[config.mk]
export PLATFORM = sky130hd
export DESIGN_NAME = sec_step
export DESIGN_NICKNAME = d
export VERILOG_FILES = /design/src/hw/rtl/sec_pkg.sv /design/src/hw/rtl/sec_step.sv
export SDC_FILE = /design/constraint.sdc
export NUM_CORES = 1
export LEC_CHECK = 0
export ABC_AREA = 0
export BUFFER_PORTS_ARGS = -buffer_cell sky130_fd_sc_hd__buf_2
export CAP_MARGIN = 10
export CORE_AREA = 2 2 39 41
export DETAILED_ROUTE_END_ITERATION = 8
export DIE_AREA = 0 0 41 43
export GPL_TIMING_DRIVEN = 0
export PLACE_DENSITY = 0.55
export SLEW_MARGIN = 25
export SYNTH_ARGS = -nofsm -noshare
export SYNTH_HDL_FRONTEND = slang
export SYNTH_SLANG_ARGS = --single-unit
[constraint.sdc]
create_clock -name vclk -period 1.95
set_clock_uncertainty 0.15 [all_clocks]
set_input_delay 0.0975 -clock vclk [all_inputs]
set_output_delay 0.0975 -clock vclk [all_outputs]
set_load 0.005 [all_outputs]
[src/hw/rtl/sec_pkg.sv]
package sec_pkg;

  // Range allowed for the next continuation byte.
  typedef enum logic [2:0] {
    RANGE_80_BF = 3'd0,
    RANGE_A0_BF = 3'd1,
    RANGE_80_9F = 3'd2,
    RANGE_90_BF = 3'd3,
    RANGE_80_8F = 3'd4
  } range_t;

  typedef struct packed {
    logic [1:0] cont_left;
    range_t     next_range;
    logic       string_bad;
  } sec_state_t;

  localparam sec_state_t STATE_CLEAR = '{cont_left: 2'd0, next_range: RANGE_80_BF,
                                         string_bad: 1'b0};

endpackage

[src/hw/rtl/sec_step.sv]
module sec_step (
  input  logic [7:0]         data_byte,
  input  logic               has_byte,
  input  logic               last,
  input  logic               mode,
  input  logic               check_enabled,
  input  sec_pkg::sec_state_t state,
  output sec_pkg::sec_state_t state_next,
  output logic               string_ok
);
  import sec_pkg::*;

  logic       cont_ok;
  sec_state_t upd;

  always_comb begin
    case (state.next_range)
      RANGE_A0_BF: cont_ok = (data_byte >= 8'hA0) && (data_byte <= 8'hBF);
      RANGE_80_9F: cont_ok = (data_byte >= 8'h80) && (data_byte <= 8'h9F);
      RANGE_90_BF: cont_ok = (data_byte >= 8'h90) && (data_byte <= 8'hBF);
      RANGE_80_8F: cont_ok = (data_byte >= 8'h80) && (data_byte <= 8'h8F);
      default:     cont_ok = (data_byte[7:6] == 2'b10);
    endcase
  end

  always_comb begin
    upd = state;
    if (has_byte) begin
      if (!mode) begin
        if (data_byte[7]) begin
          upd.string_bad = 1'b1;
        end
      end else if (state.cont_left != 2'd0) begin
        // A failed continuation byte still counts against the sequence.
        if (!cont_ok) begin
          upd.string_bad = 1'b1;
        end
        upd.cont_left  = state.cont_left - 2'd1;
        upd.next_range = RANGE_80_BF;
      end else begin
        upd.next_range = RANGE_80_BF;
        if (!data_byte[7]) begin
          upd.cont_left = 2'd0;
        end else if (data_byte[7:5] == 3'b110) begin
          // C0 and C1 can only start overlong forms.
          if (data_byte[7:1] == 7'b1100000) begin
            upd.string_bad = 1'b1;
          end else begin
            upd.cont_left = 2'd1;
          end
        end else if (data_byte[7:4] == 4'b1110) begin
          upd.cont_left = 2'd2;
          if (data_byte == 8'hE0) begin
            upd.next_range = RANGE_A0_BF;
          end else if (data_byte == 8'hED) begin
            upd.next_range = RANGE_80_9F;
          end
        end else if (data_byte[7:3] == 5'b11110) begin
          if (data_byte > 8'hF4) begin
            upd.string_bad = 1'b1;
          end else begin
            upd.cont_left = 2'd3;
            if (data_byte == 8'hF0) begin
              upd.next_range = RANGE_90_BF;
            end else if (data_byte == 8'hF4) begin
              upd.next_range = RANGE_80_8F;
            end
          end
        end else begin
          upd.string_bad = 1'b1;
        end
      end
    end
  end

  assign string_ok  = !check_enabled ||
                      (!upd.string_bad && !(mode && (upd.cont_left != 2'd0)));
  assign state_next = last ? STATE_CLEAR : upd;

endmodule

# After elaboration in Yosys (flattened, before gate mapping)
# Cells that the tools add are included.
[word_totals]
ff_bits = 0
latch_bits = 0
ram_bits = 0
romBits = 0
in_bits = 18
word_cells = 58
memories = 0
[op_classes]
addsub = 1
multipliers = 0
div_mod_pow = 0
magnitude_cmp = 7
eq_ne = 13
shift = 0
muxes = 25
bitwise_logic = 0
n_reduce_logical = 12
[op_table]
columns = ["operator", "count"]
rows = [
  ["$eq 8x8->1 const B", 4],
  ["$ge 8x8->1 const B", 3],
  ["$le 8x8->1 const B", 3],
  ["$mux 5", 4],
  ["$mux 6", 3],
  ["$mux 2", 5],
  ["$mux 3", 3],
  ["$gt 8x8->1 const B", 1],
  ["$mux 1", 8],
  ["$eq 7x7->1 const B", 1],
  ["$eq 3x2->1 const B", 2],
  ["$eq 3x3->1 const B", 2],
  ["$logic_and 1x1->1", 6],
  ["$eq 5x5->1 const B", 1],
  ["$eq 4x4->1 const B", 1],
  ["$mux 4", 1],
  ["$pmux 1 s4", 1],
  ["$reduce_bool 2->1", 2],
  ["$eq 3x1->1 const B", 1],
  ["$logic_not 1->1", 3],
  ["$eq 2x2->1 const B", 1],
  ["$sub 2x1->2 const B", 1],
  ["$logic_or 1x1->1", 1],
]

# Longest topological paths before layout
# Gate-level depths: netlist of the first run.
[depth]
word_depth = 16
ltp_mapped = 5
mapped_depth_nobuf = 5

# Least setup slack after synthesis of the first run
# OpenSTA, ideal clock, no wires.
[synth_path]
path_kind = "input port to output port"
startpoint = "input data_byte[3]"
endpoint = "output string_ok"
arrival_time_ns = 1.244
path_slack_ns = 0.458
cell_stages = 5
path_buffers = 0
path_cell_list = "or2_1 > or4_4 > nand4_2 > a41oi_2 > a31o_1"
[synth_between]
elab_chain_cells = 14
elab_cells_between_ends = 37
[synth_rtl]
columns = ["element", "line_no", "rtl"]
rows = [
  ["from (decl)", "sec_step.sv:2", "input logic [7:0] data_byte,"],
  ["$gt 8x8->1", "sec_step.sv:59", "if (data_byte > 8'hF4) begin"],
  ["$mux 5", "sec_step.sv:59", ""],
  ["$mux 5", "sec_step.sv:58", "end else if (data_byte[7:3] == 5'b11110) begin"],
  ["$mux 5", "sec_step.sv:51", "end else if (data_byte[7:4] == 4'b1110) begin"],
  ["$mux 2", "sec_step.sv:44", "end else if (data_byte[7:5] == 3'b110) begin"],
  ["$mux 2", "sec_step.sv:42", "if (!data_byte[7]) begin"],
  ["$mux 6 *", "sec_step.sv:33", "end else if (state.cont_left != 2'd0) begin"],
  ["$mux 5", "sec_step.sv:29", "if (!mode) begin"],
  ["$mux 6 *", "sec_step.sv:28", "if (has_byte) begin"],
  ["$reduce_bool 2->1", "sec_step.sv:77", "(!upd.string_bad && !(mode && (upd.cont_left != 2'd0)));"],
  ["$logic_and 1x1->1", "sec_step.sv:77", ""],
  ["$logic_not 1->1", "sec_step.sv:77", ""],
  ["$logic_and 1x1->1 *", "sec_step.sv:77", ""],
  ["$logic_or 1x1->1 *", "sec_step.sv:76", "assign string_ok = !check_enabled ||"],
  ["to (decl)", "sec_step.sv:9", "output logic string_ok"],
]
# Mark *: on every way between the ends. The rest lies on a longest branch, timed or not.

# Worst setup path in the final report of the first run
# Ends and elaborated chain as after synthesis.

==> results.cfg, run 1 <==
[power_and_ir_drop]
power_frac_clock_pct = 0
p_comb_share_pct = 100.0
swShare_pct = 52.1
ir_drop_v = 0.0000472
p_leak_nw = 0.203
pwr-share-seq_pct = 0
netSwitchingPower_uw = 44.4
p_int_uw = 40.8
powerDensity_nw_per_um2 = 180

[floorplan]
core_um2 = 1380
die_h_um = 43
die_w_um = 41
pin_count = 25
rows = 14
initial_core_util_pct = 23.7
die-area_um2 = 1760

[routing]
drc_errors = 0
drt_iter0_drc = 9
vias = 485
first_pass_iters = 4
wl_um = 1010
detail_route.wl_per_cell_um = 10.8
ant_nets = 0
via_per_inst = 5.22

[sta]
finalHoldViolations = 0
slew_headroom_pct = 65.1
setup_tns_ns = 0
fmax_ghz = 0.559
worstMarginPinSlew_ns = 0.519
finalSetupViolCount = 0
period_share_pct = 91.7
post-route-min-period_ns = 1.79
slew_viol_final = 0
rsz0062_at_grt = false

[placement]
port_buffers = 25
dpl_cell_area_um2 = 473
gp_congestion = 0.680
dpl.hpwl_um = 865

[synthesis]
synthTopCellsByCount = nor2_1, o21ai_0, nand2_1
synth_nets = 70
synthesis.area_um2 = 328
yosys.area.top_type = nor2_1
synth_cell_types = 27
netlist_instances = 52
synth-warning-count = 0
postSynthAreaPerCell_um2 = 6.30
synth.top_cell.area_share_pct = 9.16
synth.most_common_cell = nor2_1
yosys-top-cells-area = nor2_1, o21ai_0, a22oi_1, nand2b_1, nand4b_1
synth_seq_area_share_pct = 0

[global_route]
grt_pass1_wl_um = 1620
grt_pass1_vias = 395
antenna_found_initial = 0
grt-ovfl-total = 0
gr-usage-all-layers_pct = 12.2
grt_max_degree = 8

[setup_path]
crit_chain = buf_2, or2_1, or4_4, nand4_2, a41oi_2, a31o_1, buf_2
crit_path_end_kind = output pin
max_stage_delay_ns = 0.50
crit_fanout = 5
crit_arrival_ns = 1.54
crit_required_ns = 1.70
crit_path_frequent_cell = buf_2
critPathLaunchType = input port
crit_type = in2out
cpMaxStageDelayCell = or4_4

[run_status]
status = finished, final reports clean

[layout]
fin_nets = 97
seq_cells = 0
clockBufferCount = 0
area_growth_pct = 44.3
diodes = 0
drive_gt1_share_pct = 39.0
register_area_um2 = 0
final_cell_area_um2 = 473
fillers = 161

[flow_run]
maxCapViolCount = 0

[clock_network]
ctsResizeCount = 0
ctsHoldBuffers = 0
cts_setup_buffers = 0

[worst_hold_path]
hold_path_class = in2out
==> final timing paths <==
kind	from	end	depth (start not counted)
worst max-delay path	data_byte[3]	string_ok	7
worst min-delay path	state[0]	state_next[0]	4
==> layer usage <==
layer / wire [µm] / GRT usage, % / vias to the layer above
li1: - / - / 253
met1: 456 / 17.7 / 217
met2: 474 / 20.6 / 15
met3: 79 / 0 / 0
met4: 0 / 0 / 0
met5: 0 / 0 / -
==> metrics by stage <==
| stage | util, % | hold slack, ns | power [mW] | setup slack (ns) | std cells |
|---|---|---|---|---|---|
| floorplan | - | 0.0726 | 0.0398 | 0.458 | 52 |
| global placement | 34.2 | 0.352 | 0.0846 | 0.161 | 93 |
| finish | 34.2 | 0.346 | 0.0852 | 0.161 | 93 |
| global route | 34.2 | 0.380 | 0.0964 | 0.104 | 93 |
| CTS | 34.2 | 0.356 | 0.0857 | 0.160 | 93 |
| detailed placement | 34.2 | 0.356 | 0.0853 | 0.167 | 93 |
==> worst max-delay path, delay by kind of cell <==
kind / cells / cell delay [ns]
buf+inv: 2 / 0.24
simple gates: 3 / 0.87
compound gates: 2 / 0.33
==> cells in the final DEF, fill, tap and decap left out, drive strengths merged <==
cell / Yosys / routed
buf: 0 / 25
nor2: 8 / 8
o21ai: 5 / 5
nand2: 4 / 4
nand2b: 3 / 3
a22oi: 3 / 3
a21oi: 3 / 3
inv: 2 / 2
nand3: 2 / 2
o21a: 2 / 2
nand3b: 2 / 2
nand4b: 2 / 2
or2: 2 / 2
nor4: 1 / 1
nor3b: 1 / 1
xnor2: 1 / 1
nor4bb: 1 / 1
nor4b: 1 / 1
o311ai: 1 / 1
and2: 1 / 1
o22ai: 1 / 1
or4: 1 / 1
nand4: 1 / 1
a41oi: 1 / 1
nor3: 1 / 1
nor2b: 1 / 1
a31o: 1 / 1
==> kinds of logic after synthesis <==
| logic type | Yosys count | synth area share [%] |
|---|---|---|
| and+or+nand+nor | 32 | 59.2 |
| AOI/OAI and AO/OA | 17 | 35.9 |
| buffers and inverters | 2 | 2.29 |
| xor gates and xnor gates | 1 | 2.67 |
==> power groups by stage <==
stage	clock network, mW	logic [mW]	registers [mW]
after global routing	0	0.0964	0
after global placement	0	0.0846	0
after floorplan	0	0.0398	0
after CTS	0	0.0857	0
after detailed placement	0	0.0853	0
final	0	0.0852	0
==> final cells by class <==
type,instances,area [µm²],share of cell area (%)
Multi-Input combinational cell,50,320,67.7
Timing Repair Buffer,25,125,26.5
Inverter,2,7.51,1.59
Tap cell,16,20.0,4.23
Power figures use the tool's default switching activity.
==> run 2: changes to the inputs <==
--- a/config.mk
+++ b/config.mk
@@ -13,6 +13,7 @@
 export DIE_AREA = 0 0 41 43
 export GPL_TIMING_DRIVEN = 0
 export PLACE_DENSITY = 0.55
+export SETUP_SLACK_MARGIN = 0.4
 export SLEW_MARGIN = 25
 export SYNTH_ARGS = -nofsm -noshare
 export SYNTH_HDL_FRONTEND = slang
==> results.cfg, run 2 (synthesis results as in run 1) <==
[power_and_ir_drop]
netSwitchingPower_uw = 50.3
p_comb_share_pct = 100.0
power_frac_clock_pct = 0
p_int_uw = 47.5
pwr-share-seq_pct = 0
p_leak_nw = 0.222
p_total_uw = 97.7
swShare_pct = 51.4
powerDensity_nw_per_um2 = 184
ir_drop_v = 0.0000578

[floorplan]
die_h_um = 43
core_um2 = 1380
pin_count = 25
die-area_um2 = 1760
rows = 14
die_w_um = 41
initial_core_util_pct = 23.7

[routing]
drt_iter0_drc = 13
via_per_inst = 5.26
drt-met1-wl_um = 491
topRoutingLayerUsed = met3
first_pass_iters = 4
drc_errors = 0
vias = 500
detail_route.wl_per_cell_um = 11.8
met3WireLength_um = 78
wl_um = 1130
dr_wl_met2_um = 554
ant_nets = 0

[setup_path]
crit_arrival_ns = 1.44
cp.depth = 7
crit_buf_inv = 2
cpMaxStageDelayCell = or4_4
max_stage_delay_ns = 0.51
crit_type = in2out
startpoint = data_byte[2]
critPathLaunchType = input port
crit_fanout = 2
crit_required_ns = 1.70
crit_chain = buf_8, or2_1, or4_4, nand4_4, a41oi_2, a31o_1, buf_2
crit_path_end_kind = output pin
critPathTopFamily = simple AND/OR/NAND/NOR gates

[global_route]
antenna_found_initial = 0
grt_max_degree = 8
grt-ovfl-total = 0
gr-usage-all-layers_pct = 12.7
grt_pass1_wl_um = 1680
grt_pass1_vias = 406

[placement]
dp.cells = 93
dpl_cell_area_um2 = 473
dpl_worst_slack_ns = 0.167
port_buffers = 25
dpl.hpwl_um = 865
gp_congestion = 0.680

[worst_hold_path]
hp-start = state[0]
hold_path_class = in2out
holdPathEnd = state_next[0]
min_path_cells = 4

[layout]
layout_common_cells = buf_2, nor2_1, o21ai_0
diodes = 0
register_area_um2 = 0
layout_commonest_cell = buf_2
final_cell_area_um2 = 531
area_growth_pct = 61.8
drive_gt1_share_pct = 43.0
seq_cells = 0
fin_cells = 95
fin_nets = 99
finish.utilization_pct = 38.3
clockBufferCount = 0
fillers = 153

[sta]
slew_viol_final = 0
final.setup.worst_slack_ns = 0.262
finalSetupViolCount = 0
post-route-min-period_ns = 1.69
rsz0062_at_grt = true
worstMarginPinSlew_ns = 0.394
finalHoldViolations = 0
fmax_ghz = 0.592
period_share_pct = 86.6
slew_headroom_pct = 73.8
setup_tns_ns = 0
holdWs_ns = 0.346

[flow_run]
maxCapViolCount = 0

[clock_network]
ctsHoldBuffers = 0

[run_status]
status = finished, final reports clean
-- run 2: changes by cell type in the layout (fill, tap and decap cells not counted), sizes merged --
cell | previous run | this run
buf | 25 | 27
-- run 2: cell type report --
type	instances	area, µm²	area share [%]
inverter	2	7.51	1.42
multi-input combinational	50	347	65.3
tap	16	20.0	3.77
timing repair buffer	27	156	29.5
-- run 2: power groups by stage --
stage | registers (mW) | logic, mW | clock network [mW]
after floorplan | 0 | 0.0398 | 0
after global placement | 0 | 0.0846 | 0
after detailed placement | 0 | 0.0853 | 0
after CTS | 0 | 0.0945 | 0
after global routing | 0 | 0.108 | 0
final | 0 | 0.0977 | 0
-- run 2: worst min-delay path, cell delays in order --
cell     delay [ns]
buf_2          0.08
a41oi_2        0.03
nor2_1         0.07
buf_2          0.11
-- run 2: timing repair --
item                                    CTS  global route
pin swaps                                 5             2
endpoints found under the setup margin    5             5
hold endpoints to repair                  0             0
buffers inserted                          2             0
cloned                                    0             0
gates resized for setup                   6             2
-- run 2: worst max path at each step --
stage | slack [ns] | end
4_1_cts | 0.19 | string_ok
5_1_grt | 0.22 | string_ok
2_1_floorplan | 0.46 | string_ok
3_5_place_dp | 0.17 | string_ok
6_report | 0.26 | string_ok
3_3_place_gp | 0.16 | string_ok
-- run 2: per-layer routing --
metal  vias up  GRT usage [%]
met4         0              0
met2        15           21.3
met1       230           18.7
met5         -              0
li1        255              -
met3         0              0
==> run 3: changes to the inputs <==
--- a/config.mk
+++ b/config.mk
@@ -12,7 +12,6 @@
 export DETAILED_ROUTE_END_ITERATION = 8
 export DIE_AREA = 0 0 41 43
 export GPL_TIMING_DRIVEN = 0
-export PLACE_DENSITY = 0.55
 export SETUP_SLACK_MARGIN = 0.4
 export SLEW_MARGIN = 25
 export SYNTH_ARGS = -nofsm -noshare
==> results.cfg, run 3 (synthesis results as in run 1) <==
[setup_path]
max_stage_delay_ns = 0.51
cpMaxStageDelayCell = or4_4
critPathLaunchType = input port
crit_fanout = 2
crit_chain = buf_8, or2_4, or4_4, nand4_4, a41oi_2, a31o_1, buf_2
crit_arrival_ns = 1.50
crit_path_end_kind = output pin
startpoint = data_byte[2]
crit_required_ns = 1.70
crit_type = in2out

[global_route]
gr-usage-all-layers_pct = 12.8
antenna_found_initial = 0
grt_pass1_vias = 437
grt_pass1_wl_um = 1690
grt-ovfl-total = 0
grt_max_degree = 8

[power_and_ir_drop]
p_total_uw = 101
ir_drop_v = 0.0000887
powerDensity_nw_per_um2 = 186
p_leak_nw = 0.229

[layout]
drive_gt1_share_pct = 46.3
register_area_um2 = 0
area_growth_pct = 65.6
layout_common_cells = buf_2, nor2_1, o21ai_0
fin_nets = 100
clockBufferCount = 0
diodes = 0
seq_cells = 0
layout_commonest_cell = buf_2

[worst_hold_path]
min_path_cells = 3
holdPathEnd = state_next[0]
hp-start = last
hold_path_class = in2out

[floorplan]
die-area_um2 = 1760
rows = 14
die_h_um = 43
initial_core_util_pct = 23.7
pin_count = 25
core_um2 = 1380
die_w_um = 41

[routing]
ant_nets = 0
detail_route.wl_per_cell_um = 11.3
via_per_inst = 5.27
vias = 506
drt_iter0_drc = 9
drc_errors = 0
first_pass_iters = 4
wl_um = 1090

[placement]
dpl.hpwl_um = 868
port_buffers = 25
gp_congestion = 0.786

[sta]
post-route-min-period_ns = 1.75
fmax_ghz = 0.571
finalHoldViolations = 0
finalSetupViolCount = 0
slew_viol_final = 0
setup_tns_ns = 0
rsz0062_at_grt = true
period_share_pct = 89.7
worstMarginPinSlew_ns = 0.393
slew_headroom_pct = 73.8

[run_status]
status = finished, final reports clean

[flow_run]
maxCapViolCount = 0
run 3: cell count changes in the layout (fill, tap and decap cells not counted), sizes merged:
cell,delta
buf,+1
run 3: worst max-delay path by stage:
stage	depth (start not counted)	end	slack (ns)
3_5_place_dp	7	string_ok	0.16
4_1_cts	7	string_ok	0.18
3_3_place_gp	7	string_ok	0.17
5_1_grt	8	state_next[0]	0.16
6_report	7	string_ok	0.20
2_1_floorplan	5	string_ok	0.46
run 3: layout make-up:
type,instances,area (µm²)
fillers,148,841
multi-input cells,50,352
repair buffers,28,164
well taps,16,20.0
inverters,2,7.51
run 3: timing repair:
item                                    CTS  global route
hold buffers                              0             0
setup buffers                             3             0
resized for setup                         7             4
pin swaps                                 5             1
endpoints found under the setup margin    5             5
run 3: metal layers:
metal / vias to the layer above / global-route usage [%] / part of all wire, %
li1: 258 / - / -
met1: 230 / 17.4 / 43
met2: 18 / 22.8 / 50
met3: 0 / 0 / 6.4
met4: 0 / 0 / 0
met5: - / 0 / 0
run 3: per-stage QoR:
| step | utilization, % | worst slack (ns) | hold slack [ns] | area, µm² | std cells |
|---|---|---|---|---|---|
| 6_report | 39.2 | 0.200 | 0.358 | 543 | 96 |
| 5_1_grt | 39.2 | 0.156 | 0.393 | 543 | 96 |
| 4_1_cts | 38.1 | 0.183 | 0.367 | 527 | 96 |
| 3_5_place_dp | 34.2 | 0.161 | 0.352 | 473 | 93 |
| 3_3_place_gp | 34.2 | 0.168 | 0.353 | 473 | 93 |
| 2_1_floorplan | - | 0.458 | 0.0726 | 328 | 52 |
run 3: critical path: cells and delay by family:
family / cells / cell delay (ns)
buffers and inverters: 2 / 0.21
AO/OA/AOI/OAI: 2 / 0.36
AND/OR/NAND/NOR: 3 / 0.83
run 3: report_power, final:
part	switching, mW	internal (mW)
clock	0	0
sequential	0	0
combinational	0.0506	0.0504
total	0.0506	0.0504
